## src/hw/rtl/oltvd_pkg.sv

```systemverilog
// ----------------------------------------------------------------------------
// oltvd_pkg
// Shared constants and codes for the ordered list with tail and value delete.
// ----------------------------------------------------------------------------
`default_nettype none

package oltvd_pkg;

    localparam int DEPTH   = 16;
    localparam int ADDR_W  = $clog2(DEPTH);
    localparam int COUNT_W = $clog2(DEPTH + 1);
    localparam int DATA_W  = 32;

    typedef enum logic [1:0] {
        KIND_APPEND    = 2'd0,
        KIND_POP_TAIL  = 2'd1,
        KIND_DEL_VALUE = 2'd2,
        KIND_NONE      = 2'd3
    } kind_t;

    typedef enum logic [1:0] {
        STATUS_DONE      = 2'd0,
        STATUS_EMPTY     = 2'd1,
        STATUS_FULL      = 2'd2,
        STATUS_NOT_FOUND = 2'd3
    } status_t;

endpackage

`default_nettype wire

```

## src/hw/rtl/oltvd_ram.sv

```systemverilog
// ----------------------------------------------------------------------------
// oltvd_ram
// Generic simple dual-port RAM: one write port, one read port, registered read.
// ----------------------------------------------------------------------------
`default_nettype none

module oltvd_ram #(
    parameter int WIDTH = 32,
    parameter int DEPTH = 16
) (
    input  wire logic                     aclk,
    input  wire logic                     we,
    input  wire logic [$clog2(DEPTH)-1:0] waddr,
    input  wire logic [WIDTH-1:0]         wdata,
    input  wire logic [$clog2(DEPTH)-1:0] raddr,
    output logic      [WIDTH-1:0]         rdata
);

    logic [WIDTH-1:0] mem [DEPTH];

    always_ff @(posedge aclk) begin
        if (we) begin
            mem[waddr] <= wdata;
        end
        rdata <= mem[raddr];
    end

endmodule

`default_nettype wire

```

## src/hw/rtl/ordered_list_tail_and_value_delete.sv

```systemverilog
// ----------------------------------------------------------------------------
// ordered_list_tail_and_value_delete
// Bounded ordered list of signed 32-bit values with append, tail removal and
// removal of the first entry equal to a given value.
// ----------------------------------------------------------------------------
// Usage:
//   Input channel s_valid/s_ready carries s_kind and s_value. Each transfer
//   yields exactly one result transfer on m_valid/m_ready carrying
//   m_removed_value, m_status, m_count and m_empty_res.
//   Entries live in one RAM with a registered read port. Append, unused
//   kinds and removals from an empty list go from idle straight to the done
//   step; remove tail passes through a tail-read step first. Remove by value
//   walks the list once from the head with a single comparator, reading one
//   entry a cycle and writing each later entry back one place down. The
//   result is presented in the same cycle as the next item can be accepted.
//   s_ready is high only while no item is in progress. A finished result
//   waits in the output register; a stalled receiver holds the block in its
//   final step until the register frees, after which the next item is taken.
//   Reset (aresetn low, synchronous) empties the list and drops any pending
//   result; RAM contents are not cleared.
// ----------------------------------------------------------------------------
`default_nettype none

module ordered_list_tail_and_value_delete (
    input  wire logic                             aclk,
    input  wire logic                             aresetn,
    input  wire logic                             s_valid,
    output logic                                  s_ready,
    input  wire logic [1:0]                       s_kind,
    input  wire logic signed [31:0]               s_value,
    output logic                                  m_valid,
    input  wire logic                             m_ready,
    output logic signed [31:0]                    m_removed_value,
    output logic [1:0]                            m_status,
    output logic [oltvd_pkg::COUNT_W-1:0]         m_count,
    output logic                                  m_empty_res
);

    typedef enum logic [3:0] {
        S_IDLE = 4'b0001,
        S_TAIL = 4'b0010,
        S_WALK = 4'b0100,
        S_DONE = 4'b1000
    } state_t;

    state_t                                state_reg, state_next;
    logic [oltvd_pkg::COUNT_W-1:0]         count_reg, count_next;
    logic [oltvd_pkg::COUNT_W-1:0]         rd_cnt_reg, rd_cnt_next;
    logic [oltvd_pkg::ADDR_W-1:0]          cmp_idx_reg, cmp_idx_next;
    logic                                  cmp_valid_reg, cmp_valid_next;
    logic                                  found_reg, found_next;
    logic [oltvd_pkg::DATA_W-1:0]          value_reg, value_next;
    logic [oltvd_pkg::DATA_W-1:0]          res_value_reg, res_value_next;
    oltvd_pkg::status_t                    res_status_reg, res_status_next;

    logic                                  m_valid_reg, m_valid_next;
    logic [oltvd_pkg::DATA_W-1:0]          m_value_reg, m_value_next;
    logic [1:0]                            m_status_reg, m_status_next;
    logic [oltvd_pkg::COUNT_W-1:0]         m_count_reg, m_count_next;

    logic                                  ram_we;
    logic [oltvd_pkg::ADDR_W-1:0]          ram_waddr;
    logic [oltvd_pkg::DATA_W-1:0]          ram_wdata;
    logic [oltvd_pkg::ADDR_W-1:0]          ram_raddr;
    logic [oltvd_pkg::DATA_W-1:0]          ram_rdata;

    logic                                  accept;
    logic                                  issue;
    logic                                  out_free;
    logic [oltvd_pkg::COUNT_W-1:0]         count_dec;
    logic [oltvd_pkg::ADDR_W-1:0]          cmp_idx_dec;
    oltvd_pkg::kind_t                      kind_in;

    assign kind_in     = oltvd_pkg::kind_t'(s_kind);
    assign s_ready     = (state_reg == S_IDLE);
    assign accept      = s_valid && s_ready;
    assign out_free    = !m_valid_reg || m_ready;
    assign count_dec   = count_reg - {{(oltvd_pkg::COUNT_W-1){1'b0}}, 1'b1};
    assign cmp_idx_dec = cmp_idx_reg - {{(oltvd_pkg::ADDR_W-1){1'b0}}, 1'b1};
    assign issue       = (state_reg == S_WALK) && (rd_cnt_reg < count_reg);

    always_comb begin
        state_next      = state_reg;
        count_next      = count_reg;
        rd_cnt_next     = rd_cnt_reg;
        cmp_idx_next    = cmp_idx_reg;
        cmp_valid_next  = 1'b0;
        found_next      = found_reg;
        value_next      = value_reg;
        res_value_next  = res_value_reg;
        res_status_next = res_status_reg;
        ram_we          = 1'b0;
        ram_waddr       = count_reg[oltvd_pkg::ADDR_W-1:0];
        ram_wdata       = s_value;
        ram_raddr       = count_dec[oltvd_pkg::ADDR_W-1:0];
        m_valid_next    = m_valid_reg && !m_ready;
        m_value_next    = m_value_reg;
        m_status_next   = m_status_reg;
        m_count_next    = m_count_reg;

        case (state_reg)
            S_IDLE: begin
                if (accept) begin
                    value_next      = s_value;
                    res_value_next  = '0;
                    res_status_next = oltvd_pkg::STATUS_DONE;
                    found_next      = 1'b0;
                    rd_cnt_next     = '0;
                    state_next      = S_DONE;
                    case (kind_in)
                        oltvd_pkg::KIND_APPEND: begin
                            if (count_reg >= oltvd_pkg::COUNT_W'(oltvd_pkg::DEPTH)) begin
                                res_status_next = oltvd_pkg::STATUS_FULL;
                            end else begin
                                ram_we     = 1'b1;
                                count_next = count_reg + oltvd_pkg::COUNT_W'(1);
                            end
                        end
                        oltvd_pkg::KIND_POP_TAIL: begin
                            if (count_reg == '0) begin
                                res_status_next = oltvd_pkg::STATUS_EMPTY;
                            end else begin
                                count_next = count_dec;
                                state_next = S_TAIL;
                            end
                        end
                        oltvd_pkg::KIND_DEL_VALUE: begin
                            if (count_reg == '0) begin
                                res_status_next = oltvd_pkg::STATUS_EMPTY;
                            end else begin
                                state_next = S_WALK;
                            end
                        end
                        default: begin
                        end
                    endcase
                end
            end
            S_TAIL: begin
                res_value_next = ram_rdata;
                state_next     = S_DONE;
            end
            S_WALK: begin
                ram_raddr = rd_cnt_reg[oltvd_pkg::ADDR_W-1:0];
                if (issue) begin
                    cmp_valid_next = 1'b1;
                    cmp_idx_next   = rd_cnt_reg[oltvd_pkg::ADDR_W-1:0];
                    rd_cnt_next    = rd_cnt_reg + oltvd_pkg::COUNT_W'(1);
                end
                // entries after the match move one place towards the head
                if (cmp_valid_reg) begin
                    if (found_reg) begin
                        ram_we    = 1'b1;
                        ram_waddr = cmp_idx_dec;
                        ram_wdata = ram_rdata;
                    end else if (ram_rdata == value_reg) begin
                        found_next     = 1'b1;
                        res_value_next = ram_rdata;
                    end
                end
                if (!issue && !cmp_valid_reg) begin
                    state_next = S_DONE;
                    if (found_reg) begin
                        count_next = count_dec;
                    end else begin
                        res_status_next = oltvd_pkg::STATUS_NOT_FOUND;
                    end
                end
            end
            S_DONE: begin
                if (out_free) begin
                    m_valid_next  = 1'b1;
                    m_value_next  = res_value_reg;
                    m_status_next = res_status_reg;
                    m_count_next  = count_reg;
                    state_next    = S_IDLE;
                end
            end
            default: begin
                state_next = S_IDLE;
            end
        endcase
    end

    always_ff @(posedge aclk) begin
        if (!aresetn) begin
            state_reg     <= S_IDLE;
            count_reg     <= '0;
            cmp_valid_reg <= 1'b0;
            found_reg     <= 1'b0;
            rd_cnt_reg    <= '0;
            m_valid_reg   <= 1'b0;
        end else begin
            state_reg     <= state_next;
            count_reg     <= count_next;
            cmp_valid_reg <= cmp_valid_next;
            found_reg     <= found_next;
            rd_cnt_reg    <= rd_cnt_next;
            m_valid_reg   <= m_valid_next;
        end
    end

    always_ff @(posedge aclk) begin
        cmp_idx_reg    <= cmp_idx_next;
        value_reg      <= value_next;
        res_value_reg  <= res_value_next;
        res_status_reg <= res_status_next;
        m_value_reg    <= m_value_next;
        m_status_reg   <= m_status_next;
        m_count_reg    <= m_count_next;
    end

    oltvd_ram #(
        .WIDTH (oltvd_pkg::DATA_W),
        .DEPTH (oltvd_pkg::DEPTH)
    ) u_entries (
        .aclk  (aclk),
        .we    (ram_we),
        .waddr (ram_waddr),
        .wdata (ram_wdata),
        .raddr (ram_raddr),
        .rdata (ram_rdata)
    );

    assign m_valid         = m_valid_reg;
    assign m_removed_value = m_value_reg;
    assign m_status        = m_status_reg;
    assign m_count         = m_count_reg;
    assign m_empty_res     = (m_count_reg == '0);

`ifndef ASSERT_OFF
    a_count_bound: assert property (@(posedge aclk) disable iff (!aresetn)
        count_reg <= oltvd_pkg::COUNT_W'(oltvd_pkg::DEPTH))
        else $error("entry count exceeds depth");

    a_walk_bound: assert property (@(posedge aclk) disable iff (!aresetn)
        (state_reg == S_WALK) |-> (rd_cnt_reg <= count_reg))
        else $error("walk read beyond list end");

    a_append_grows: assert property (@(posedge aclk) disable iff (!aresetn)
        (accept && kind_in == oltvd_pkg::KIND_APPEND &&
         count_reg < oltvd_pkg::COUNT_W'(oltvd_pkg::DEPTH))
        |=> (count_reg == $past(count_reg) + oltvd_pkg::COUNT_W'(1)))
        else $error("append did not grow the list");

    a_shift_after_match: assert property (@(posedge aclk) disable iff (!aresetn)
        (ram_we && state_reg == S_WALK) |-> found_reg)
        else $error("entry moved before a match");

    a_fail_no_value: assert property (@(posedge aclk) disable iff (!aresetn)
        (m_valid && m_status != oltvd_pkg::STATUS_DONE) |-> (m_removed_value == '0))
        else $error("failed operation returned a value");
`endif

endmodule

`default_nettype wire

```

## config.mk

```make
export PLATFORM = sky130hd
export DESIGN_NAME = ordered_list_tail_and_value_delete
export DESIGN_NICKNAME = d
export VERILOG_FILES = /design/src/hw/rtl/oltvd_pkg.sv /design/src/hw/rtl/oltvd_ram.sv /design/src/hw/rtl/ordered_list_tail_and_value_delete.sv
export SDC_FILE = /design/constraint.sdc
export NUM_CORES = 1
export LEC_CHECK = 0
export ABC_AREA = 1
export BUFFER_PORTS_ARGS = -buffer_cell sky130_fd_sc_hd__buf_2
export CAP_MARGIN = 20
export CORE_UTILIZATION = 27
export CTS_CLUSTER_DIAMETER = 120
export DETAILED_ROUTE_END_ITERATION = 16
export GPL_ROUTABILITY_DRIVEN = 1
export SYNTH_ARGS = -nofsm -noshare
export SYNTH_HDL_FRONTEND = slang
export SYNTH_HIERARCHICAL = 1
export SYNTH_SLANG_ARGS = --single-unit
```

## constraint.sdc

```tcl
create_clock -name aclk -period 4.8 [get_ports aclk]
set_input_delay 0.48 -clock aclk [delete_from_list [all_inputs] [get_ports aclk]]
set_output_delay 0.48 -clock aclk [all_outputs]
set_load 0.01 [all_outputs]
```

Yosys cells after proc, flatten, opt, wreduce, memory -nomap -nowiden:

Memories as Yosys holds them, arrays and structs flattened. A register that Yosys moved wholly into a read port is not among the register bits.
Cells that the tools add are included.

* bits in registers: 126
* RAM bits: 512
* input port bits: 38
* output and inout port bits: 42
* logic and storage cells: 115
* memories kept: 1

* add/subtract/negate cells: 4
* magnitude comparators: 2
* equal/unequal tests: 18
* muxes and demuxes: 52
* reduce and logical (&&, ||, !) cells: 25

Memory list
* u_entries.mem: words 16, bits a word 32, rd ports 1, clocked after Yosys merged registers in 1, write ports 1, RTL line oltvd_ram.sv:19 `logic [WIDTH-1:0] mem [DEPTH];`

Operators with widths (count)
* two-way mux 32 bit: 7
* case mux 32 bit (3 select lines): 1
* two-way mux 4 bit: 9
* two-way mux 5 bit: 7
* equality test 32 bit: 1
* case mux 5 bit (2 select lines): 3
* case mux 4 bit (4 select lines): 1
* two-way mux 1 bit: 15
* adder 5 x 1 -> 5 bit (second input constant): 2
* logical NOT 5 bit: 2
* != test 2 bit (second input constant): 5
* AND reduction 3 bit: 3
* two-way mux 2 bit: 4
* case mux 2 bit (2 select lines): 2
* case mux 4 bit (2 select lines): 1
* AND reduction 2 bit: 4
* AND reduction 7 bit: 1
* != test 2 x 1 -> 1 bit (second input constant): 3
* != test 3 bit (second input constant): 2
* >= comparator 5 bit (second input constant): 1
* less-than comparator 5 bit: 1
* AND reduction 5 bit: 1
* subtractor 5 x 1 -> 5 bit (second input constant): 1
* equality test 4 x 1 -> 1 bit (second input constant): 1
* 16 further kinds: 23

Logic depth before layout (Yosys ltp):

Gate-level depths: netlist of the first run.

* word-level depth: 7
* depth in mapped cells: 15
* depth with buffers taken out: 12

Modules after synthesis:

The synthesis of the first run kept the hierarchy.

Modules (own cells, without submodules)
* oltvd_ram: instances 1, cells an instance 2121, area each 22738.1 sq um, sequential area each 16015.4 sq um
* ordered_list_tail_and_value_delete: instances 1, cells an instance 572, area each 5786.8 sq um, sequential area each 3613.5 sq um

Worst setup path before layout of the first run:

Ideal clock, no wire load.

* path type: register -> register
* start: reg state_reg[2]
* end: mem u_entries.mem[11][0] (enable)
* library setup time: 0.421 ns
* arrival time: 3.343 ns
* data required time: 4.379 ns
* path slack: 1.036 ns
* cell stages (with the launch flop): 8
* buffers on the path: 0
* clock period less this slack: 3.764 ns
* cells stage by stage: dfxtp_1 -> nor2_1 -> nand3_2 -> nor2_2 -> nand3_1 -> nand2_1 -> nand3_1 -> nor2_1

* cells in the longest elaborated chain, start to end: 6
* elaborated cells on any way between the ends: 8
* classes of those cells: eq/ne: 2; mux: 5; reduce/logical: 1

Ends and longest elaborated chain
* start, declared: RTL line ordered_list_tail_and_value_delete.sv:46 `state_t state_reg, state_next;`
* start signal, assigned: RTL line ordered_list_tail_and_value_delete.sv:194 `state_reg <= state_next;`
* equality test 4 x 1 -> 1 bit: RTL line ordered_list_tail_and_value_delete.sv:75, ordered_list_tail_and_value_delete.sv:101
* logical AND 1 bit: RTL line ordered_list_tail_and_value_delete.sv:76 `assign accept = s_valid && s_ready;`
* two-way mux 1 bit: RTL line ordered_list_tail_and_value_delete.sv:103 `if (accept) begin`
* case mux 1 bit (2 select lines) *: RTL line ordered_list_tail_and_value_delete.sv:101 `case (state_reg)`
* via ram_we: RTL line ordered_list_tail_and_value_delete.sv:61 `logic ram_we;`
* two-way mux 1 bit *: RTL line oltvd_ram.sv:22 `if (we) begin`
* two-way mux 1 bit (not written as such) *: RTL line oltvd_ram.sv:23 `mem[waddr] <= wdata;`
* end, declared: RTL line oltvd_ram.sv:19

The timed path passes the listed nets; every way through them passes the cells marked *.

Final worst setup path of the first run:

* start: reg state_reg[0]
* end: mem u_entries.mem[5][30] (enable)

* elaborated cells on any way between the ends: 8
* classes of those cells: eq/ne: 2; mux: 5; reduce/logical: 1

RTL lines
* equality test 4 x 3 -> 1 bit: RTL line ordered_list_tail_and_value_delete.sv:101
* two-way mux 4 bit: RTL line ordered_list_tail_and_value_delete.sv:101
* via ram_waddr (one bit): RTL line ordered_list_tail_and_value_delete.sv:62 `logic [oltvd_pkg::ADDR_W-1:0] ram_waddr;`

The timed path passes the listed nets, and every way through them passes these cells.

==> summary.txt, run 1 <==
CTS
  • H-tree depth: 3
  • Cts repair resizes: 0
  • Clock buffer depth: 3
  • TritonCTS buffer count: 72
  • CTS Hold Bufs: 0
  • Clock-pin slew of the registers on the worst-case setup and hold paths: 0.07 ns
  • Clk_lat worst skew: 0.62 ns
  • CTS tree: done
  • Clk sinks: between 600 and 700
  • Post-CTS Setup Repair Bufs: 0
  • Clock root cell: clkbuf_16

Detailed routing
  • Avg WL per Cell: 17.4 um
  • Vias: 18,600
  • Final ANT Viol Nets: 0
  • DRC Markers: 0
  • DRT Pass-1 Iters: 8
  • Number of DRC markers in iteration 0: 1,573
  • Final WL: roughly 74 mm
  • Vias/cell: 4.39

Yosys
  • Mean Syn Cell Area: 10.6 um2
  • Top post-synthesis cells by area: edfxtp_1 (65%), nand2_1 (11%), nand3_1 (7.1%)
  • Adder-Cell Fraction of Synth Area: 0.526%
  • Yosys reg bits: between 600 and 700
  • Largest family of logic cells by synthesized area: simple AND/OR/NAND/NOR gates
  • Synthesized cell area: 28,500 um2
  • Compound-Gate Fraction of Synth Area: 1.15%
  • XOR/XNOR Fraction of Synth Area: 0.890%
  • Top cell type by total area after synthesis: edfxtp_1
  • Synth top area share: about two thirds
  • Syn Inst Count: ~2,700
  • Register area share after synthesis: 68.8%
  • Post-synth ARST share: 0%
  • Top_reg_cell synth: edfxtp_1
  • Post-synth EDFFs: 621
  • Yosys cell types: 31
  • Synth warn: 6
  • Post-Synth Simple-Gate Area: 19.6%
  • Syn_nets: 2,743
  • Post-synthesis mux area share: 0%

Die
  • Io pins: 80
  • Rows: 118
  • Die width: roughly 330 um
  • Core Region: 104,000 um2
  • Starting Density: ~27%
  • Die Span Y: 327 um
  • Die Footprint: 107,000 um2

Placed design
  • IO Port Bufs: 79
  • GPL Wtd Cong: 0.824
  • DPL Wire Length: 44.0 mm
  • Dpl ws: 1.24 ns

Pwr
  • Pwr Density: 415 nW/um2
  • Gate power share: 9.4%
  • Seq pwr share: 49.1%
  • Leak pwr: ~14 nW
  • Peak VDD IR: between 200 and 300 uV
  • Clock power share: approximately two fifths
  • Internal power: 10.4 mW
  • Switching power: around 3.3 mW
  • Switching share of power: around a quarter

Timing
  • Max Fclk: 282 MHz
  • Clock skew: 0.0285 ns
  • Worst Tran Pin Value: ~1.1 ns
  • Slew margin rel.: 26.6%
  • Final worst setup slack: between 1 and 1.5 ns
  • Final Setup Violations: 0
  • Minimum clock period after layout: 3.55 ns
  • Setup repair after global routing missed its margin: no
  • Fin. Hold Viols: 0
  • Final Cycle Share: between 70% and 80%
  • Max Transition Viols Final: 0
  • Setup TNS: 0 ns

Worst setup path
  • Crit Path Max Fanout: 24
  • Worst setup path end: u_entries/mem[5][30]
  • Largest stage delay, worst path: 0.93 ns
  • WS Path Type: flop to flop
  • Worst endpoint data arrival time: 3.88 ns
  • CP required: 5.12 ns
  • R2r setup slk: between 1 and 1.5 ns
  • FF-to-FF path depth: 12
  • Reg-to-Reg Start: state_reg[0]
  • Crit. Startpoint: state_reg[0]
  • Startpoint Class: flop
  • Most frequent CP cell: nor2_4
  • Worst reg2reg endpoint: u_entries/mem[5][30]
  • Worst path cell trace: nor2_2, nand3_2, nor2_4, inv_2, nor2_4, inv_2, nand2_1, o21ai_1, inv_1, nand3_1, nor2_4, buf_4
  • Slowest CP cell: nor2_4
  • CP endpoint kind: flop

Finish
  • Layout cells sized above 1: 10.4%
  • Max reg flops: 512
  • Most flop-heavy register: u_entries/mem
  • Fillers: 10,400
  • Nets: 2,836
  • Layout area overhead: 15.9%

GRT
  • Global route overflow: 0
  • Global-route wire length before repair: 111 mm
  • Largest net degree at the start of global routing: 129
  • Initial antenna violation count: 4
  • Vias in the first global route: 17,800
  • Gr usage total: 13.6%

Run
  • Max-Cap Viols: 0

Hold path
  • Worst Hold Class: input pin to flop

Run status
  • Status: completed
worst min-delay path by stage:
stage                 startpoint             endpoint  slack [ns]  cells after the start
2_1_floorplan   res_value_reg[0]   m_removed_value[0]        0.40                      0
3_3_place_gp   res_value_reg[25]  m_removed_value[25]        0.40                      0
3_5_place_dp    res_value_reg[3]   m_removed_value[3]        0.41                      0
4_1_cts              s_value[16]        value_reg[16]        0.01                      1
5_1_grt              s_value[16]        value_reg[16]        0.04                      1
6_report             s_value[16]        value_reg[16]        0.06                      1
metal layers:
metal  track usage, %  share of wire [%]  up-vias
met5                0              0.062        -
met4             5.52                3.5        8
met3             2.33                6.4      123
met2             21.7                 46      603
met1             18.3                 44     8928
li1                 -                  -     8899
through the flow:
stage / instance area [um2] / utilization, % / cells / hold WS, ns / power, mW
2_1_floorplan: 28500 / - / 2693 / 0.400 / 7.63
3_3_place_gp: 30600 / 29.4 / 4090 / 0.402 / 8.14
4_1_cts: 33000 / 31.7 / 4225 / 0.0149 / 13.8
5_1_grt: 33000 / 31.7 / 4226 / 0.0391 / 14.2
6_report: 33000 / 31.7 / 4227 / 0.0566 / 13.7
3_5_place_dp: 30600 / 29.4 / 4091 / 0.406 / 8.15
power by group through the flow:
stage          Clock, mW  Combinational (mW)  Sequential (mW)
5_1_grt             5.98                1.42             6.75
3_5_place_dp           0                1.29             6.86
2_1_floorplan          0               0.806             6.83
3_3_place_gp           0                1.28             6.86
4_1_cts             5.79                1.30             6.74
6_report            5.68                1.30             6.74
synth_stat cells (2+ instances only):
| master | number |
|---|---|
| buf_2 | 52 |
| nand4_1 | 4 |
| clkbuf_1 | 12 |
| buf_4 | 7 |
| buf_1 | 12 |
| nand3_1 | 406 |
| o21ai_1 | 27 |
| nand3_2 | 3 |
| nand2_1 | 821 |
| ha_1 | 12 |
| inv_2 | 6 |
| o21ai_2 | 4 |
| o21ai_0 | 15 |
| nor2_1 | 81 |
| xnor2_1 | 20 |
| inv_1 | 463 |
| edfxtp_1 | 621 |
| dfxtp_1 | 49 |
| xor2_1 | 9 |
| nor3_1 | 6 |
| nor2_4 | 2 |
| nand2_4 | 2 |
| a21oi_1 | 15 |
| buf_6 | 34 |
| nor2_2 | 2 |
| nand2_2 | 3 |
critical path: cells and delay by family, from the launching register on:
kind | cells | cell delay (ns)
AO/OA/AOI/OAI | 1 | 0.11
AND/OR/NAND/NOR | 7 | 2.15
buffers and inverters | 4 | 0.66
flip-flops | 1 | 0.33
final cells by class:
class | count | area (um2) | area share [%]
diodes | 1 | 2.50 | 0.00757
repair buffers | 138 | 942 | 2.85
well taps | 1380 | 1730 | 5.22
inverters | 470 | 1770 | 5.36
multi-input cells | 1434 | 6530 | 19.7
clock inverters | 26 | 360 | 1.09
clock buffers | 108 | 2090 | 6.32
flip-flops and latches | 670 | 19600 | 59.4
cell families after synthesis:
group	after synthesis
xor+xnor	29
compound gates	62
fa+ha+maj	12
flops	670
simple gates	1331
buf+inv	589
placed cells by master (no fill, tap or decap), types with 2 or more instances in the layout:
| cell | instances |
|---|---|
| xnor2_1 | 20 |
| o21ai_1 | 20 |
| nor2_1 | 64 |
| inv_1 | 460 |
| nor3_1 | 6 |
| ha_1 | 12 |
| buf_12 | 8 |
| xor2_1 | 9 |
| inv_2 | 7 |
| clkbuf_16 | 74 |
| nor2_4 | 20 |
| nand3_1 | 406 |
| nand3_2 | 3 |
| clkinv_2 | 5 |
| clkinvlp_4 | 3 |
| nand2_1 | 820 |
| inv_6 | 3 |
| o21ai_0 | 13 |
| buf_4 | 50 |
| bufinv_16 | 7 |
| clkbuf_1 | 23 |
| edfxtp_1 | 621 |
| clkinv_8 | 2 |
| nand2_4 | 2 |
| clkinv_1 | 7 |
| clkbuf_8 | 11 |
| nand4_1 | 4 |
| a21oi_4 | 2 |
| dfxtp_1 | 49 |
| o21ai_2 | 11 |
| buf_2 | 79 |
| o21ai_4 | 2 |
| a21oi_1 | 13 |
| nand2_2 | 4 |
Note: power is estimated with default switching activity, not from simulation.
==> inputs of run 2 (changes only) <==
- ABC_AREA: 1 -> 0
- clock period: 4.8 -> 3.5 ns (I/O delays scaled with it)
==> run 2 against run 1 <==
Net effect:
- routed wire length fell by 18%
- worst setup slack got worse by 0.92 ns
- die area fell by 11%
- final cell count fell by 35%
- flip-flop and latch count did not move
- core utilization rose by 0.94 points
- worst hold slack got worse by 0.0072 ns
- critical path depth fell by 5
- clock-buffer cell count fell by 15
- global-route usage fell by 0.83 points
- clock power rose by 21%
- critical path type unchanged
- largest cell class unchanged
- largest power group unchanged
==> summary.txt, run 2 <==
Yosys
  • Yosys cell types: 48
  • Synth top area share: between 70 and 80%
  • Syn_nets: around 1,300
  • Top post-synthesis cells by area: edfxtp_1 (73%), mux4_2 (11%), dfxtp_1 (3.9%)
  • Post-synth EDFFs: 621
  • Top cells by instance count after synthesis: edfxtp_1 (621), mux4_2 (128), a22oi_1 (64), nand2_1 (58), dfxtp_1 (49)
  • Register area share after synthesis: 77.1%
  • Yosys reg bits: 670
  • Synth warn: 6
  • Top_reg_cell synth: edfxtp_1
  • Count leader, synth: edfxtp_1
  • Top cell type by total area after synthesis: edfxtp_1
  • Mean Syn Cell Area: approximately 20 um2
  • Synthesized cell area: approximately 25,000 um2
  • Post-synth ARST share: 0%
  • Syn Inst Count: 1,251

Timing
  • Fin. Hold Viols: 0
  • Final Cycle Share: 90.8%
  • Max Transition Viols Final: 0
  • Setup repair after global routing missed its margin: no
  • Slew margin rel.: 37.2%
  • Worst Tran Pin Value: ~0.93 ns
  • Max Fclk: 315 MHz
  • Final Setup Violations: 0
  • Clock skew: 0.0192 ns
  • Minimum clock period after layout: 3.18 ns

Die
  • Starting Density: 27.3%
  • Die Span Y: 309 um
  • Core Region: between 90,000 and 100,000 um2
  • Die Footprint: 95,600 um2
  • Rows: 112
  • Io pins: 80
  • Die width: 309 um

Hold path
  • Worst Hold Class: input pin to flop
  • Min-delay src: s_value[8]

Finish
  • Max reg flops: 512
  • Final Util: between 30% and 40%
  • Commonest non-fill, non-tap cell in the layout: edfxtp_1
  • Most frequent cells in the layout: edfxtp_1 (621), mux4_2 (128), buf_2 (79)
  • Non-filler cells, final: around 2,700
  • # diodes: 0
  • Nets: 1,473
  • Most flop-heavy register: u_entries/mem
  • Layout cells sized above 1: between 20% and 30%
  • Layout area overhead: 19.8%

Detailed routing
  • Vias: about 13,000
  • Final WL: 60.4 mm
  • DRT Pass-1 Iters: 5
  • Vias/cell: roughly 4.6
  • Avg WL per Cell: ~22 um
  • Number of DRC markers in iteration 0: about 1,200
  • DRC Markers: 0
  • Final ANT Viol Nets: 0

Placed design
  • Cell count after placement: 2,581
  • GPL Wtd Cong: slightly below 0.8
  • IO Port Bufs: 79
  • DPL Wire Length: 35.6 mm

Run status
  • Status: completed

CTS
  • H-tree depth: 3
  • Clock buffer depth: 3
  • Clk sinks: 670
  • Clock-pin slew of the registers on the worst-case setup and hold paths: 0.06 ns
  • Clk_lat worst skew: 0.60 ns
  • Clock root cell: clkbuf_16
  • CTS tree: done
  • TritonCTS buffer count: 66
  • Post-CTS Setup Repair Bufs: 0

GRT
  • Vias in the first global route: 12,900
  • Gr usage total: between 10% and 20%
  • Largest net degree at the start of global routing: 41
  • Global route overflow: 0
  • Global-route wire length before repair: 88.1 mm
  • Initial antenna violation count: 1

Worst setup path
  • CP required: 3.77 ns
  • Crit Path Max Fanout: 32
  • WS Path Type: flop to flop
  • Reg-to-Reg Start: state_reg[0]
  • Crit. Startpoint: state_reg[0]
  • Startpoint Class: flop
  • Worst endpoint data arrival time: 3.45 ns
  • CP endpoint kind: flop

Run
  • Max-Cap Viols: 0

Pwr
  • Leak pwr: between 9 and 10 nW
  • Peak VDD IR: 284 uV
  • Pwr Density: approximately 580 nW/um2
[run 2: cell types whose count changed after synthesis, moves of 40 or more]
cell / previous run / this run
a22oi_1: 0 / 64
buf_2: 52 / 12
inv_1: 463 / 17
mux4_2: 0 / 128
nand2_1: 821 / 58
nand3_1: 406 / 7
nor2_1: 81 / 33
[run 2: worst paths after layout]
check                         endpoint  slack, ns  depth (start not counted)
setup reg to reg  u_entries/mem[0][14]       0.32                          7
hold reg to reg     m_removed_value[9]       0.42                          0
setup / recovery  u_entries/mem[0][14]       0.32                          7
hold / removal            value_reg[8]       0.05                          1
[run 2: layer usage]
metal	wire length (um)	vias up	GRT usage (%)
li1	-	5430	-
met1	28100	6659	18.8
met2	27000	431	19.2
met3	4310	64	2.88
met4	917	0	2.60
met5	0	-	0
[run 2: logic make-up after synthesis]
| group | count (synthesis) | share of synthesized area (%) |
|---|---|---|
| buffers and inverters | 77 | 1.36 |
| DFF | 670 | 77.1 |
| xor gates and xnor gates | 41 | 1.41 |
| adders and majority gates | 12 | 0.590 |
| AOI/OAI and AO/OA | 108 | 3.06 |
| and+or+nand+nor | 176 | 3.51 |
| muxes | 167 | 13.0 |
[run 2: repair_timing]
item,in CTS,in global routing
setup endpoints to repair,0,232
resized for setup,0,1
hold buffers,28,0
endpoints found under the hold margin,28,0
[run 2: area by class of cell]
class,count,area [um2]
Inverter,17,63.8
Timing Repair Buffer,164,1470
Multi-Input combinational cell,504,5710
Clock inverter,27,273
Clock buffer,93,1790
Tap cell,1254,1570
Sequential cell,670,19600
Fill cell,8871,62800
[run 2: through the flow]
step / area (um2) / hold slack (ns) / setup WS (ns) / total power, mW / setup TNS (ns)
after floorplan: 25500 / 0.400 / -0.486 / 10.2 / -197.57
after global placement: 28200 / 0.402 / 0.103 / 11.0 / 0
after detailed placement: 28200 / 0.406 / 0.179 / 11.0 / 0
after CTS: 30500 / 0.00714 / 0.133 / 17.9 / 0
after global routing: 30500 / 0.00902 / 0.137 / 18.3 / 0
final: 30500 / 0.0495 / 0.323 / 17.7 / 0
[run 2: power by group]
part,leakage (nW),switching (mW),total (mW),internal (mW)
Sequential,6.04,0.202,9.20,9.00
Clock,0.998,2.96,6.86,3.91
Combinational,2.85,0.994,1.65,0.651
Total,9.89,4.16,17.7,13.6
[run 2: critical path, cell delays in order (launching register included)]
cell and delay (ns):
dfxtp_1 0.51, nor4b_2 0.39, nand2_1 0.25, o21ai_0 0.40
buf_4 0.20, or3b_2 0.57, nor3_4 0.20, buf_12 0.29
==> inputs of run 3 (changes only) <==
- clock period: 3.5 -> 3.33 ns (I/O delays scaled with it)
==> run 3 against run 2 <==
Net effect:
- largest power group unchanged
- critical path depth stayed put
- global-route usage is 0.27 points higher
- via count is 1.8% higher
- flip-flop and latch count stayed put
- clock skew is 0.0018 ns higher
- critical endpoint is now u_entries/mem[0][16]
- routed wire length is 2.0% higher
- die area stayed put
- fmax is 1.8% higher
- non-clock buffer count is 12 higher
- register-to-register slack worse by 0.11 ns
- combinational power is 5% higher
==> summary.txt, run 3 (same netlist as run 2, synthesis figures left out) <==
Run status
  • Status: completed

Finish
  • Footprint of the multi-input gates: 5710 um2
  • # diodes: 0
  • Final Util: approximately a third
  • Layout area overhead: 20.5%
  • Nets: 1,485
  • Non-filler cells, final: 2,740
  • Fillers: between 8,000 and 9,000
  • Most flop-heavy register: u_entries/mem
  • Layout cells sized above 1: 29.1%
  • Most frequent cells in the layout: edfxtp_1 (621), mux4_2 (128), buf_2 (79)
  • Reg area: around 20,000 um2
  • Max reg flops: 512
  • Commonest non-fill, non-tap cell in the layout: edfxtp_1

Hold path
  • Hold EP: value_reg[29]
  • Hold path depth: 1
  • Min-delay src: s_value[29]
  • Worst Hold Class: input pin to flop

Worst setup path
  • WS Path Type: flop to flop
  • Worst reg2reg endpoint: u_entries/mem[0][16]
  • CP endpoint kind: flop
  • Reg-to-Reg Start: state_reg[0]
  • Worst endpoint data arrival time: roughly 3.4 ns
  • Startpoint Class: flop
  • R2r setup slk: 0.21 ns
  • FF-to-FF path depth: 7
  • Crit Path Max Fanout: 32
  • CP required: 3.60 ns

Pwr
  • Design Power: roughly 19 mW
  • Leak pwr: 10.0 nW
  • Peak VDD IR: 316 uV
  • Pwr Density: 609 nW/um2

GRT
  • Gr usage total: 13.0%
  • Vias in the first global route: 13,100
  • Global-route wire length before repair: 90.0 mm
  • Initial antenna violation count: 1
  • Global route overflow: 0
  • Largest net degree at the start of global routing: 48

Detailed routing
  • Vias/cell: 4.68
  • Final WL: between 60 and 70 mm
  • Number of DRC markers in iteration 0: 1,036
  • Vias: 12,800
  • DRT Pass-1 Iters: 5
  • DRC Markers: 0
  • Avg WL per Cell: 22.5 um
  • Final ANT Viol Nets: 0

Timing
  • Worst Tran Pin Value: 0.682 ns
  • Final Setup Violations: 0
  • Max Transition Viols Final: 0
  • Setup TNS: 0 ns
  • Minimum clock period after layout: between 3 and 4 ns
  • Clock skew: 0.0210 ns
  • Setup repair after global routing missed its margin: no
  • Slew margin rel.: 54.4%
  • Fin. Hold Viols: 0
  • Max Fclk: 321 MHz
  • Final Cycle Share: 93.7%

CTS
  • Clk_lat worst skew: 0.60 ns
  • CTS tree: done
  • H-tree depth: 3
  • Clock-pin slew of the registers on the worst-case setup and hold paths: ~0.06 ns
  • Clock buffer depth: 3
  • Clock root cell: clkbuf_16
  • TritonCTS buffer count: 66
  • Clk sinks: 670
  • Cts repair resizes: 0

Placed design
  • GPL Wtd Cong: ~0.76
  • IO Port Bufs: between 70 and 80
  • Cell count after placement: 2,590
  • DPL Wire Length: 37.1 mm

Die
  • Starting Density: 27.3%
  • Core Region: 93,300 um2
  • Die width: 309 um
  • Io pins: 80
  • Die Footprint: 95,600 um2
  • Rows: around 110
  • Die Span Y: ~310 um

Run
  • Max-Cap Viols: 0
## run 3: final cells by class
cell class                      count  share of cell area [%]
Sequential cell                   670                    63.9
Tap cell                         1254                    5.11
Clock inverter                     25                   0.660
Inverter                           17                   0.208
Timing Repair Buffer              176                    5.26
Multi-Input combinational cell    504                    18.6
Clock buffer                       94                    6.23
## run 3: power breakdown
part,leakage [nW],internal [mW],total [mW],switching (mW)
clock,1.04,4.24,7.27,3.03
sequential,6.04,9.46,9.69,0.237
combinational,2.92,0.709,1.73,1.02
## run 3: worst max path at each step
stage	from	slack (ns)	end	cells past startpoint
2_1_floorplan	state_reg[0]	-0.32	u_entries/mem[3][0]	7
3_3_place_gp	value_reg[23]	0.26	res_value_reg[22]	7
3_5_place_dp	value_reg[23]	0.28	res_value_reg[22]	7
4_1_cts	value_reg[23]	0.26	res_value_reg[29]	7
5_1_grt	state_reg[0]	0.16	u_entries/mem[0][16]	7
6_report	state_reg[0]	0.21	u_entries/mem[0][16]	7
## run 3: what timing repair did
item,in CTS,in global routing
hold buffers,31,0
buffers inserted,0,0
endpoints found under the hold margin,31,0
## run 3: routing by layer
layer  wire [um]  global-route usage, %
met2       27600                   19.5
met4         944                   3.02
met5           0                      0
met3        4010                   3.06
met1       29000                   19.0
## run 3: through the flow
stage	worst slack (ns)	hold slack [ns]	cell area [um2]
global placement	0.262	0.406	28300
detailed placement	0.281	0.406	28300
floorplan	-0.320	0.400	25500
CTS	0.260	0.0218	30700
global route	0.156	0.0352	30700
finish	0.210	0.0823	30700
## run 3: critical path, stage by stage, from the launching register on
cell	delay, ns
dfxtp_1	0.51
nor4b_2	0.39
nand2_1	0.26
o21ai_0	0.32
buf_4	0.19
or3b_2	0.58
nor3_4	0.24
buf_12	0.28
